==> config.mk <==
export PLATFORM = sky130hd
export DESIGN_NAME = aes_sbox_forward_inverse_core
export DESIGN_NICKNAME = d
export VERILOG_FILES = /design/src/aessb_pkg.sv /design/src/aessb_cfg_regs.sv /design/src/aessb_inv_pipe.sv /design/src/aes_sbox_forward_inverse_core.sv
export SDC_FILE = /design/constraint.sdc
export NUM_CORES = 1
export LEC_CHECK = 0
export BUFFER_PORTS_ARGS = -buffer_cell sky130_fd_sc_hd__buf_4
export CAP_MARGIN = 25
export CORE_MARGIN = 4
export CORE_UTILIZATION = 50
export DETAILED_ROUTE_END_ITERATION = 7
export HOLD_SLACK_MARGIN = 0.05
export MAX_ROUTING_LAYER = met4
export PLACE_DENSITY = 0.68
export SLEW_MARGIN = 20
export SYNTH_ARGS = -nofsm -noshare
export SYNTH_HDL_FRONTEND = slang
export SYNTH_SLANG_ARGS = --single-unit
==> constraint.sdc <==
create_clock -name clk -period 5 [get_ports clk]
set_clock_uncertainty 0.05 [all_clocks]
set_input_delay 1.25 -clock clk [delete_from_list [all_inputs] [get_ports clk]]
set_output_delay 1.25 -clock clk [all_outputs]
set_load 0.05 [all_outputs]
==> src/aessb_pkg.sv <==
// Shared types, constants and GF(2^8) helper functions for the AES S-box core.
`timescale 1ns / 1ps

package aessb_pkg;

	localparam int unsigned BYTE_W    = 8;
	localparam int unsigned APB_DW    = 32;
	localparam int unsigned APB_AW    = 3;

	// Register map (byte addresses, one 32-bit word per register)
	localparam logic [APB_AW-1:0] REG_INVERSE_MODE = 3'h0;

	localparam logic [8:0]        GF_POLY     = 9'h11B;
	localparam logic [7:0]        AFF_FWD_C   = 8'h63;
	localparam logic [7:0]        AFF_INV_C   = 8'h05;

	typedef struct packed {
		logic             inv_mode;
		logic [BYTE_W-1:0] data;
	} aessb_item_t;

	function automatic logic [7:0] rotl8(input logic [7:0] v, input int n);
		return (v << n) | (v >> (8 - n));
	endfunction

	function automatic logic [7:0] gf_reduce(input logic [14:0] p);
		logic [14:0] r;
		r = p;
		for (int i = 14; i >= 8; i--) begin
			if (r[i]) begin
				r = r ^ (15'(GF_POLY) << (i - 8));
			end
		end
		return r[7:0];
	endfunction

	function automatic logic [7:0] gf_mul(input logic [7:0] a, input logic [7:0] b);
		logic [14:0] p;
		p = '0;
		for (int i = 0; i < 8; i++) begin
			if (b[i]) begin
				p = p ^ (15'(a) << i);
			end
		end
		return gf_reduce(p);
	endfunction

	// Squaring is linear: spread the bits, then reduce
	function automatic logic [7:0] gf_sq(input logic [7:0] a);
		logic [14:0] p;
		p = '0;
		for (int i = 0; i < 8; i++) begin
			p[2*i] = a[i];
		end
		return gf_reduce(p);
	endfunction

	function automatic logic [7:0] affine_fwd(input logic [7:0] b);
		return b ^ rotl8(b, 1) ^ rotl8(b, 2) ^ rotl8(b, 3) ^ rotl8(b, 4) ^ AFF_FWD_C;
	endfunction

	function automatic logic [7:0] affine_inv(input logic [7:0] s);
		return rotl8(s, 1) ^ rotl8(s, 3) ^ rotl8(s, 6) ^ AFF_INV_C;
	endfunction

endpackage

==> src/aessb_cfg_regs.sv <==
// APB register block holding the forward/inverse mode select.
`timescale 1ns / 1ps

module aessb_cfg_regs (
	input  logic                         clk,
	input  logic                         arst_n,
	input  logic                         psel,
	input  logic                         penable,
	input  logic                         pwrite,
	input  logic [aessb_pkg::APB_AW-1:0] paddr,
	input  logic [aessb_pkg::APB_DW-1:0] pwdata,
	output logic [aessb_pkg::APB_DW-1:0] prdata,
	output logic                         pready,
	output logic                         inv_mode
);
	import aessb_pkg::*;

	logic inv_mode_q;
	logic hit;

	// Decode on the word address only
	assign hit = (paddr[APB_AW-1:2] == REG_INVERSE_MODE[APB_AW-1:2]);

	always_ff @(posedge clk or negedge arst_n) begin
		if (!arst_n) begin
			inv_mode_q <= 1'b0;
		end else if (psel && penable && pwrite && hit) begin
			inv_mode_q <= pwdata[0];
		end
	end

	assign prdata   = hit ? {{(APB_DW-1){1'b0}}, inv_mode_q} : '0;
	assign pready   = 1'b1;
	assign inv_mode = inv_mode_q;

endmodule

==> src/aessb_inv_pipe.sv <==
// Four-stage GF(2^8) inversion pipeline computing a^254 by an addition chain.
`timescale 1ns / 1ps

module aessb_inv_pipe (
	input  logic                   clk,
	input  logic                   arst_n,
	input  logic                   up_valid,
	output logic                   up_stall,
	input  aessb_pkg::aessb_item_t up_item,
	output logic                   dn_valid,
	input  logic                   dn_stall,
	output aessb_pkg::aessb_item_t dn_item
);
	import aessb_pkg::*;

	logic       valid_s2, valid_s3, valid_s4, valid_s5;
	logic       en_s2, en_s3, en_s4, en_s5;
	logic       mode_s2, mode_s3, mode_s4, mode_s5;
	logic [7:0] a_s2, a_s3, a_s4, a_s5;
	logic [7:0] a3_s2, a3_s3;
	logic [7:0] a15_s3;
	logic [7:0] a252_s4;
	logic [7:0] inv_s5;

	// A stage loads when empty or when the next one moves
	assign en_s5 = !valid_s5 || !dn_stall;
	assign en_s4 = !valid_s4 || en_s5;
	assign en_s3 = !valid_s3 || en_s4;
	assign en_s2 = !valid_s2 || en_s3;
	assign up_stall = !en_s2;

	always_ff @(posedge clk or negedge arst_n) begin
		if (!arst_n) begin
			valid_s2 <= 1'b0;
			valid_s3 <= 1'b0;
			valid_s4 <= 1'b0;
			valid_s5 <= 1'b0;
		end else begin
			if (en_s2) valid_s2 <= up_valid;
			if (en_s3) valid_s3 <= valid_s2;
			if (en_s4) valid_s4 <= valid_s3;
			if (en_s5) valid_s5 <= valid_s4;
		end
	end

	// a^3, a^15, a^252 = (a^15)^16 * a^12, a^254 = a^252 * a^2
	always_ff @(posedge clk) begin
		if (en_s2) begin
			mode_s2 <= up_item.inv_mode;
			a_s2    <= up_item.data;
			a3_s2   <= gf_mul(gf_sq(up_item.data), up_item.data);
		end
		if (en_s3) begin
			mode_s3 <= mode_s2;
			a_s3    <= a_s2;
			a3_s3   <= a3_s2;
			a15_s3  <= gf_mul(gf_sq(gf_sq(a3_s2)), a3_s2);
		end
		if (en_s4) begin
			mode_s4 <= mode_s3;
			a_s4    <= a_s3;
			a252_s4 <= gf_mul(gf_sq(gf_sq(gf_sq(gf_sq(a15_s3)))), gf_sq(gf_sq(a3_s3)));
		end
		if (en_s5) begin
			mode_s5 <= mode_s4;
			a_s5    <= a_s4;
			inv_s5  <= gf_mul(a252_s4, gf_sq(a_s4));
		end
	end

	assign dn_valid         = valid_s5;
	assign dn_item.inv_mode = mode_s5;
	assign dn_item.data     = inv_s5;

	ap_inverse_ok: assert property (@(posedge clk) disable iff (!arst_n)
		valid_s5 && (a_s5 != 8'h00) |-> gf_mul(inv_s5, a_s5) == 8'h01)
		else $error("field inverse does not multiply back to one");

	ap_zero_maps_zero: assert property (@(posedge clk) disable iff (!arst_n)
		valid_s5 && (a_s5 == 8'h00) |-> inv_s5 == 8'h00)
		else $error("zero operand did not map to zero");

	ap_hold_on_stall: assert property (@(posedge clk) disable iff (!arst_n)
		valid_s4 && !en_s4 |=> valid_s4 && $stable(a252_s4))
		else $error("stage 4 lost its item while blocked");

endmodule

==> src/aes_sbox_forward_inverse_core.sv <==
// Pipeline: out_valid rises once an accepted in_byte has passed six register stages (input affine,
// 4 inversion stages, output affine).
// Throughput: one item per cycle; stalls back-pressure through every stage with no loss.
// The GF(2^8) inverse is a four-multiplier addition chain, one multiply per stage.
// Reset: arst_n clears all valid bits and sets inverse_mode to 0 (forward S-box).
`timescale 1ns / 1ps

module aes_sbox_forward_inverse_core (
	input  logic                         clk,
	input  logic                         arst_n,
	input  logic                         psel,
	input  logic                         penable,
	input  logic                         pwrite,
	input  logic [aessb_pkg::APB_AW-1:0] paddr,
	input  logic [aessb_pkg::APB_DW-1:0] pwdata,
	output logic [aessb_pkg::APB_DW-1:0] prdata,
	output logic                         pready,
	input  logic                         in_valid,
	output logic                         in_stall,
	input  logic [aessb_pkg::BYTE_W-1:0] in_byte,
	output logic                         out_valid,
	input  logic                         out_stall,
	output logic [aessb_pkg::BYTE_W-1:0] out_byte
);
	import aessb_pkg::*;

	logic        inv_mode;
	logic        valid_s1, en_s1;
	aessb_item_t item_s1;
	logic        pipe_stall;
	logic        pipe_valid;
	aessb_item_t pipe_item;
	logic        pipe_dn_stall;
	logic        valid_s6, en_s6;
	logic [7:0]  byte_s6;

	aessb_cfg_regs u_cfg (
		.clk      (clk),
		.arst_n   (arst_n),
		.psel     (psel),
		.penable  (penable),
		.pwrite   (pwrite),
		.paddr    (paddr),
		.pwdata   (pwdata),
		.prdata   (prdata),
		.pready   (pready),
		.inv_mode (inv_mode)
	);

	assign en_s6         = !valid_s6 || !out_stall;
	assign pipe_dn_stall = !en_s6;
	assign en_s1         = !valid_s1 || !pipe_stall;
	assign in_stall      = !en_s1;

	always_ff @(posedge clk or negedge arst_n) begin
		if (!arst_n) begin
			valid_s1 <= 1'b0;
			valid_s6 <= 1'b0;
		end else begin
			if (en_s1) valid_s1 <= in_valid;
			if (en_s6) valid_s6 <= pipe_valid;
		end
	end

	// Inverse mode undoes the affine map before inversion; forward applies it after
	always_ff @(posedge clk) begin
		if (en_s1) begin
			item_s1.inv_mode <= inv_mode;
			item_s1.data     <= inv_mode ? affine_inv(in_byte) : in_byte;
		end
		if (en_s6) begin
			byte_s6 <= pipe_item.inv_mode ? pipe_item.data : affine_fwd(pipe_item.data);
		end
	end

	aessb_inv_pipe u_inv (
		.clk      (clk),
		.arst_n   (arst_n),
		.up_valid (valid_s1),
		.up_stall (pipe_stall),
		.up_item  (item_s1),
		.dn_valid (pipe_valid),
		.dn_stall (pipe_dn_stall),
		.dn_item  (pipe_item)
	);

	assign out_valid = valid_s6;
	assign out_byte  = byte_s6;

	ap_empty_front_ready: assert property (@(posedge clk) disable iff (!arst_n)
		!valid_s1 |-> !in_stall)
		else $error("input stalled while first stage is empty");

	ap_accept_loads_s1: assert property (@(posedge clk) disable iff (!arst_n)
		in_valid && !in_stall |=> valid_s1)
		else $error("accepted item did not reach stage 1");

	ap_drain_output: assert property (@(posedge clk) disable iff (!arst_n)
		valid_s6 && !out_stall && !pipe_valid |=> !valid_s6)
		else $error("output item repeated after delivery");

endmodule
* After elaboration in Yosys (flattened, before gate mapping)
Cells that the tools add are included.
** Word-level totals
- Word-level logic and storage cells :: 440
- Flip-flop bits (word level) :: 92
- Bits of input ports :: 50
- Output and inout bits :: 43
** Cells by class
- Muxes and demuxes :: 259
- Bitwise operators :: 142
- Reductions and logical operators :: 17
** Operator list (number)
- $mux W15 :: 60
- $not A4 Y4 :: 99
- $mux W11 :: 28
- $mux W10 :: 28
- $mux W9 :: 28
- $mux W8 :: 30
- $mux W14 :: 14
- $mux W13 :: 14
- $mux W12 :: 14
- $mux W7 :: 14
- $mux W6 :: 14
- $mux W5 :: 14
- $xor A15 B10 Y15 :: 4
- $xor A15 B11 Y15 :: 4
- $xor A15 B12 Y15 :: 4
- $xor A15 B13 Y15 :: 4
- $xor A15 B14 Y15 :: 4
- $xor A15 B15 Y15 :: 4
- $xor A15 B9 Y15 :: 4
- $xor A8 B8 Y8 :: 6
- $or A8 B1 Y8 :: 2
- $or A8 B3 Y8 :: 2
- $logic_not A1 Y1 :: 8
- $or A8 B2 Y8 :: 1
- other kinds (7) :: 14

* Longest topological paths before layout
- Depth in word-level cells :: 129
- Mapped depth :: 12

* Hierarchy
From an unflattened synthesis, not the netlist that was laid out.
** Second synthesis, totals
- Cells, all modules :: 1111
- Area, all modules :: 9519.1 sq um
** Modules (own cells, without submodules)
- aessb_inv_pipe :: instances 1, cells each 992, sequential area each 2142.1 sq um, area each 8160.3 sq um
- aes_sbox_forward_inverse_core :: instances 1, cells each 81, sequential area each 560.5 sq um, area each 1057.3 sq um
- aessb_cfg_regs :: instances 1, cells each 38, sequential area each 25.0 sq um, area each 301.5 sq um

* Worst setup path after synthesis
OpenSTA, ideal clock, no wires.
- Kind :: input -> output
- Start :: input port out_stall
- End :: output port in_stall
- Required time :: 3.700 ns
- Slack :: 1.364 ns
- Cell stages on the path :: 4
- Arrival time :: 2.336 ns
- Cells stage by stage :: and3_1 -> and3_1 -> nand3_1 -> inv_1
** On the way
- Cells in the longest elaborated chain, start to end :: 8
** RTL lines
- from (decl) :: RTL line aes_sbox_forward_inverse_core.sv:22 : input logic out_stall,
- $logic_not A1 Y1 :: RTL line aes_sbox_forward_inverse_core.sv:50 : assign en_s6 = !valid_s6 || !out_stall;
- $logic_or A1 B1 Y1 :: RTL line aes_sbox_forward_inverse_core.sv:50
- $logic_or A1 B1 Y1 :: RTL line aessb_inv_pipe.sv:26 : assign en_s5 = !valid_s5 || !dn_stall;
- $logic_or A1 B1 Y1 :: RTL line aessb_inv_pipe.sv:27 : assign en_s4 = !valid_s4 || en_s5;
- $logic_or A1 B1 Y1 :: RTL line aessb_inv_pipe.sv:28 : assign en_s3 = !valid_s3 || en_s4;
- $logic_or A1 B1 Y1 :: RTL line aessb_inv_pipe.sv:29 : assign en_s2 = !valid_s2 || en_s3;
- $logic_or A1 B1 Y1 :: RTL line aes_sbox_forward_inverse_core.sv:52 : assign en_s1 = !valid_s1 || !pipe_stall;
- $logic_not A1 Y1 :: RTL line aes_sbox_forward_inverse_core.sv:53 : assign in_stall = !en_s1;
- to (decl) :: RTL line aes_sbox_forward_inverse_core.sv:19 : output logic in_stall,
Every way passes these cells.

* Worst setup path after layout
Same ends and word-level chain as after synthesis.

==> run_summary.xml <==
<?xml version="1.0" encoding="UTF-8"?>
<metrics>
  <group name="clocking">
    <metric name="cts_repair_resize_count" unit="">0</metric>
    <metric name="cts_hold_buf" unit="">0</metric>
    <metric name="cts_buffers" unit="">9</metric>
    <metric name="cts_max_path_buffers" unit="">2</metric>
    <metric name="clk_root_buf" unit="">clkbuf_16</metric>
    <metric name="cts.sinks" unit="">92</metric>
    <metric name="htree_levels" unit="">3</metric>
    <metric name="insertion_delay" unit="ns">0.35</metric>
    <metric name="cts_post_setup_buffers_inserted" unit="">0</metric>
    <metric name="cts_tree" unit="">done</metric>
    <metric name="clk_pin_slew_worst_setup_hold_paths" unit="ns">0.06</metric>
  </group>
  <group name="floorplan">
    <metric name="floorplan.io_pins" unit="">93</metric>
    <metric name="dieWidth" unit="µm">146</metric>
    <metric name="dieHeight" unit="µm">146</metric>
    <metric name="floorplan.core_area" unit="mm²">0.0188</metric>
    <metric name="rows" unit="">50</metric>
    <metric name="initial_core_util" unit="">0.509</metric>
    <metric name="fp.dieArea" unit="mm²">0.0214</metric>
  </group>
  <group name="synth">
    <metric name="yosys.cell_count.top_type" unit="">xnor2_1</metric>
    <metric name="yosys.cell_types.count" unit="">68</metric>
    <metric name="synth.yosys.warnings" unit="">0</metric>
    <metric name="synth.avg_cell_area" unit="µm²">8.57</metric>
    <metric name="synth_largest_type_area_fraction" unit="">0.267</metric>
    <metric name="ys_async_sr_fraction" unit="">0.0761</metric>
    <metric name="synth.top_cells.by_count" unit="">xnor2_1 (238), nand2_1 (116), nor2_1 (90), edfxtp_1 (85), a21oi_1 (75)</metric>
    <metric name="synth_top_cells_by_area" unit="">edfxtp_1 (27%), xnor2_1 (22%), xor2_1 (6.7%)</metric>
    <metric name="synthCells" unit="">1114</metric>
    <metric name="netlist_area_before_placement" unit="mm²">0.00955</metric>
    <metric name="synth.largest_area_cell" unit="">edfxtp_1</metric>
    <metric name="yosys_register_bits" unit="">92</metric>
    <metric name="count_of_flip_flops_with_a_built_in_enable_after_synthesis" unit="">85</metric>
    <metric name="synthFlopType" unit="">edfxtp_1</metric>
    <metric name="synth.yosys.seq_area_share" unit="">0.286</metric>
  </group>
  <group name="worst_setup_path">
    <metric name="worstSetupPathType" unit="">input pin to output pin</metric>
    <metric name="end_kind" unit="">output pin</metric>
    <metric name="timing.critical_path.fanout_max" unit="">11</metric>
    <metric name="slowest_stage_cell_cp" unit="">nand3_1</metric>
    <metric name="cp-start-kind" unit="">input pin</metric>
    <metric name="maximum_single_stage_delay_on_the_critical_path" unit="ns">0.41</metric>
    <metric name="worstPathRequired" unit="ns">3.70</metric>
    <metric name="arrival" unit="ns">2.49</metric>
    <metric name="worstPathCellList" unit="">buf_4 -&gt; and3_1 -&gt; and3_1 -&gt; nand3_1 -&gt; inv_1 -&gt; buf_4</metric>
  </group>
  <group name="grt">
    <metric name="met3_usage" unit="">0.0258</metric>
    <metric name="antenna_found_initial" unit="">0</metric>
    <metric name="gr-total-overflow" unit="">0</metric>
    <metric name="globalRouteMet1Util" unit="">0.251</metric>
    <metric name="grt.met2_usage" unit="">0.301</metric>
    <metric name="first_pass_grt_wire_length" unit="µm">33400</metric>
    <metric name="grt_most_used_layer" unit="">met2</metric>
    <metric name="grt_start_max_net_pins" unit="">35</metric>
    <metric name="number_of_global_route_vias_before_repair" unit="">6810</metric>
    <metric name="grt_usage" unit="">0.188</metric>
  </group>
  <group name="routing">
    <metric name="drtAntennaViolNets" unit="">0</metric>
    <metric name="post_route_wl" unit="µm">19500</metric>
    <metric name="drt-pass1-iter-count" unit="">5</metric>
    <metric name="via_per_inst" unit="">5.52</metric>
    <metric name="dr_total_vias" unit="">7291</metric>
    <metric name="post_drt_wl_per_cell" unit="µm">14.8</metric>
    <metric name="drcViolationCount" unit="">0</metric>
    <metric name="dr.first_iter.drc_count" unit="">671</metric>
  </group>
  <group name="placement">
    <metric name="port_buffers" unit="">27</metric>
    <metric name="dp_hpwl" unit="µm">13900</metric>
    <metric name="final_wtd_congestion" unit="">0.887</metric>
  </group>
  <group name="sta">
    <metric name="rsz_0062_raised_after_global_routing" unit="">false</metric>
    <metric name="post_route_fraction_of_the_period_consumed_by_the_critical_path" unit="">0.758</metric>
    <metric name="maxSlewViolCount" unit="">0</metric>
    <metric name="max_freq" unit="MHz">264</metric>
    <metric name="slew_headroom" unit="">0.384</metric>
    <metric name="report.final.setup_viol" unit="">0</metric>
    <metric name="timing.setup.tns" unit="ns">0</metric>
    <metric name="timing_hold_violations_final" unit="">0</metric>
    <metric name="actual_transition_at_the_worst_max_transition_pin" unit="ns">0.918</metric>
    <metric name="final.min_clock_period" unit="ns">3.79</metric>
  </group>
  <group name="layout">
    <metric name="nFillCells" unit="">1700</metric>
    <metric name="syn_to_final_growth" unit="%">4.63</metric>
    <metric name="antenna_cells_inserted" unit="">0</metric>
    <metric name="finalNetCount" unit="">1133</metric>
    <metric name="final_layout_size_suffix_gt1_frac" unit="">0.0755</metric>
  </group>
  <group name="worst_hold_path">
    <metric name="timing.hold.worst.class" unit="">flip-flop to flip-flop</metric>
  </group>
  <group name="flow_run">
    <metric name="cap_viol_max_count" unit="">0</metric>
  </group>
  <group name="status">
    <metric name="outcome" unit="">finished clean</metric>
  </group>
</metrics>
[kinds of logic (layout without fill, tap and decap cells)]
kind of cell	count (synthesis)	after routing	share of synthesized area
AND/OR/NAND/NOR	300	300	0.140
adder cells (fa/ha/maj)	2	2	0.00262
AO/OA/AOI/OAI	233	233	0.155
buffers and inverters	135	77	0.0670
multiplexers	22	22	0.0242
flip-flops	92	92	0.286
XOR/XNOR	328	328	0.324
other	2	32	0.000786
[routing by layer]
| layer | vias up | wire length (µm) |
|---|---|---|
| met5 | - | 0 |
| met4 | 0 | 325 |
| met3 | 31 | 743 |
| met2 | 156 | 9370 |
| met1 | 3419 | 9090 |
| li1 | 3685 | - |
[registers in the layout, indices dropped and copies added (netlist names), 8 cells and up]
signal / count
u_inv.a3_s2: 8
u_inv.a3_s3: 8
u_inv.a_s4: 8
u_inv.a15_s3: 8
u_inv.a_s3: 8
u_inv.a_s2: 8
u_inv.inv_s5: 8
out_byte: 8
item_s1: 9
u_inv.a252_s4: 8
[cells in the final DEF, fill, tap and decap left out, types with 8 or more instances in the layout]
cell and instances:
xnor2_1 238, nand2_1 116, nor2_1 90, edfxtp_1 85
a21oi_1 75, xor2_1 73, o21ai_0 44, buf_4 41
conb_1 32, nand2b_1 21, nor2b_1 20, nand3_1 19
o22ai_1 15, inv_1 15, a22oi_1 14, mux2i_1 13
nor3_1 13, a211oi_1 10, mux2_2 9, clkbuf_16 9
a31oi_1 8, o211ai_1 8
[final timing paths]
path,from,endpoint,slack (ns),depth (start not counted)
setup / recovery,out_stall,in_stall,1.21,6
hold / removal,u_inv.a_s2[6],u_inv.a_s3[6],0.37,0
setup reg to reg,item_s1[4],u_inv.a3_s2[5],1.54,10
hold reg to reg,u_inv.a_s2[6],u_inv.a_s3[6],0.37,0
max in group asynchronous,arst_n,u_inv.dn_valid,4.14,1
min in group asynchronous,arst_n,u_cfg.inv_mode,0.64,1
[per-stage QoR]
stage          cells  instance area [µm²]  hold slack, ns  setup slack [ns]   util
6_report        1320                 9990           0.370              1.21  0.532
3_5_place_dp    1303                 9690           0.355              1.19  0.517
4_1_cts         1319                 9980           0.369              1.19  0.532
5_1_grt         1320                 9990           0.374              1.03  0.532
2_1_floorplan   1144                 9660           0.350              1.36      -
3_3_place_gp    1303                 9690           0.351              1.21  0.517
[final cells by class]
class                   count  area, µm²  area share
clock buffers              10        229      0.0229
multi-input cells         917       6290       0.630
inverters                  19       71.3     0.00714
repair buffers             42        323      0.0323
well taps                 234        293      0.0293
flip-flops and latches     92       2730       0.273
clock inverters             6       52.6     0.00526
[critical path: cells and delay by family]
| family | cells | cell delay (ns) |
|---|---|---|
| and+or+nand+nor | 3 | 0.81 |
| buffers and inverters | 3 | 0.44 |
Power is left out: the tool's default activity adds up to more than one toggle a clock period on the data nets, which glitch-free logic cannot reach.
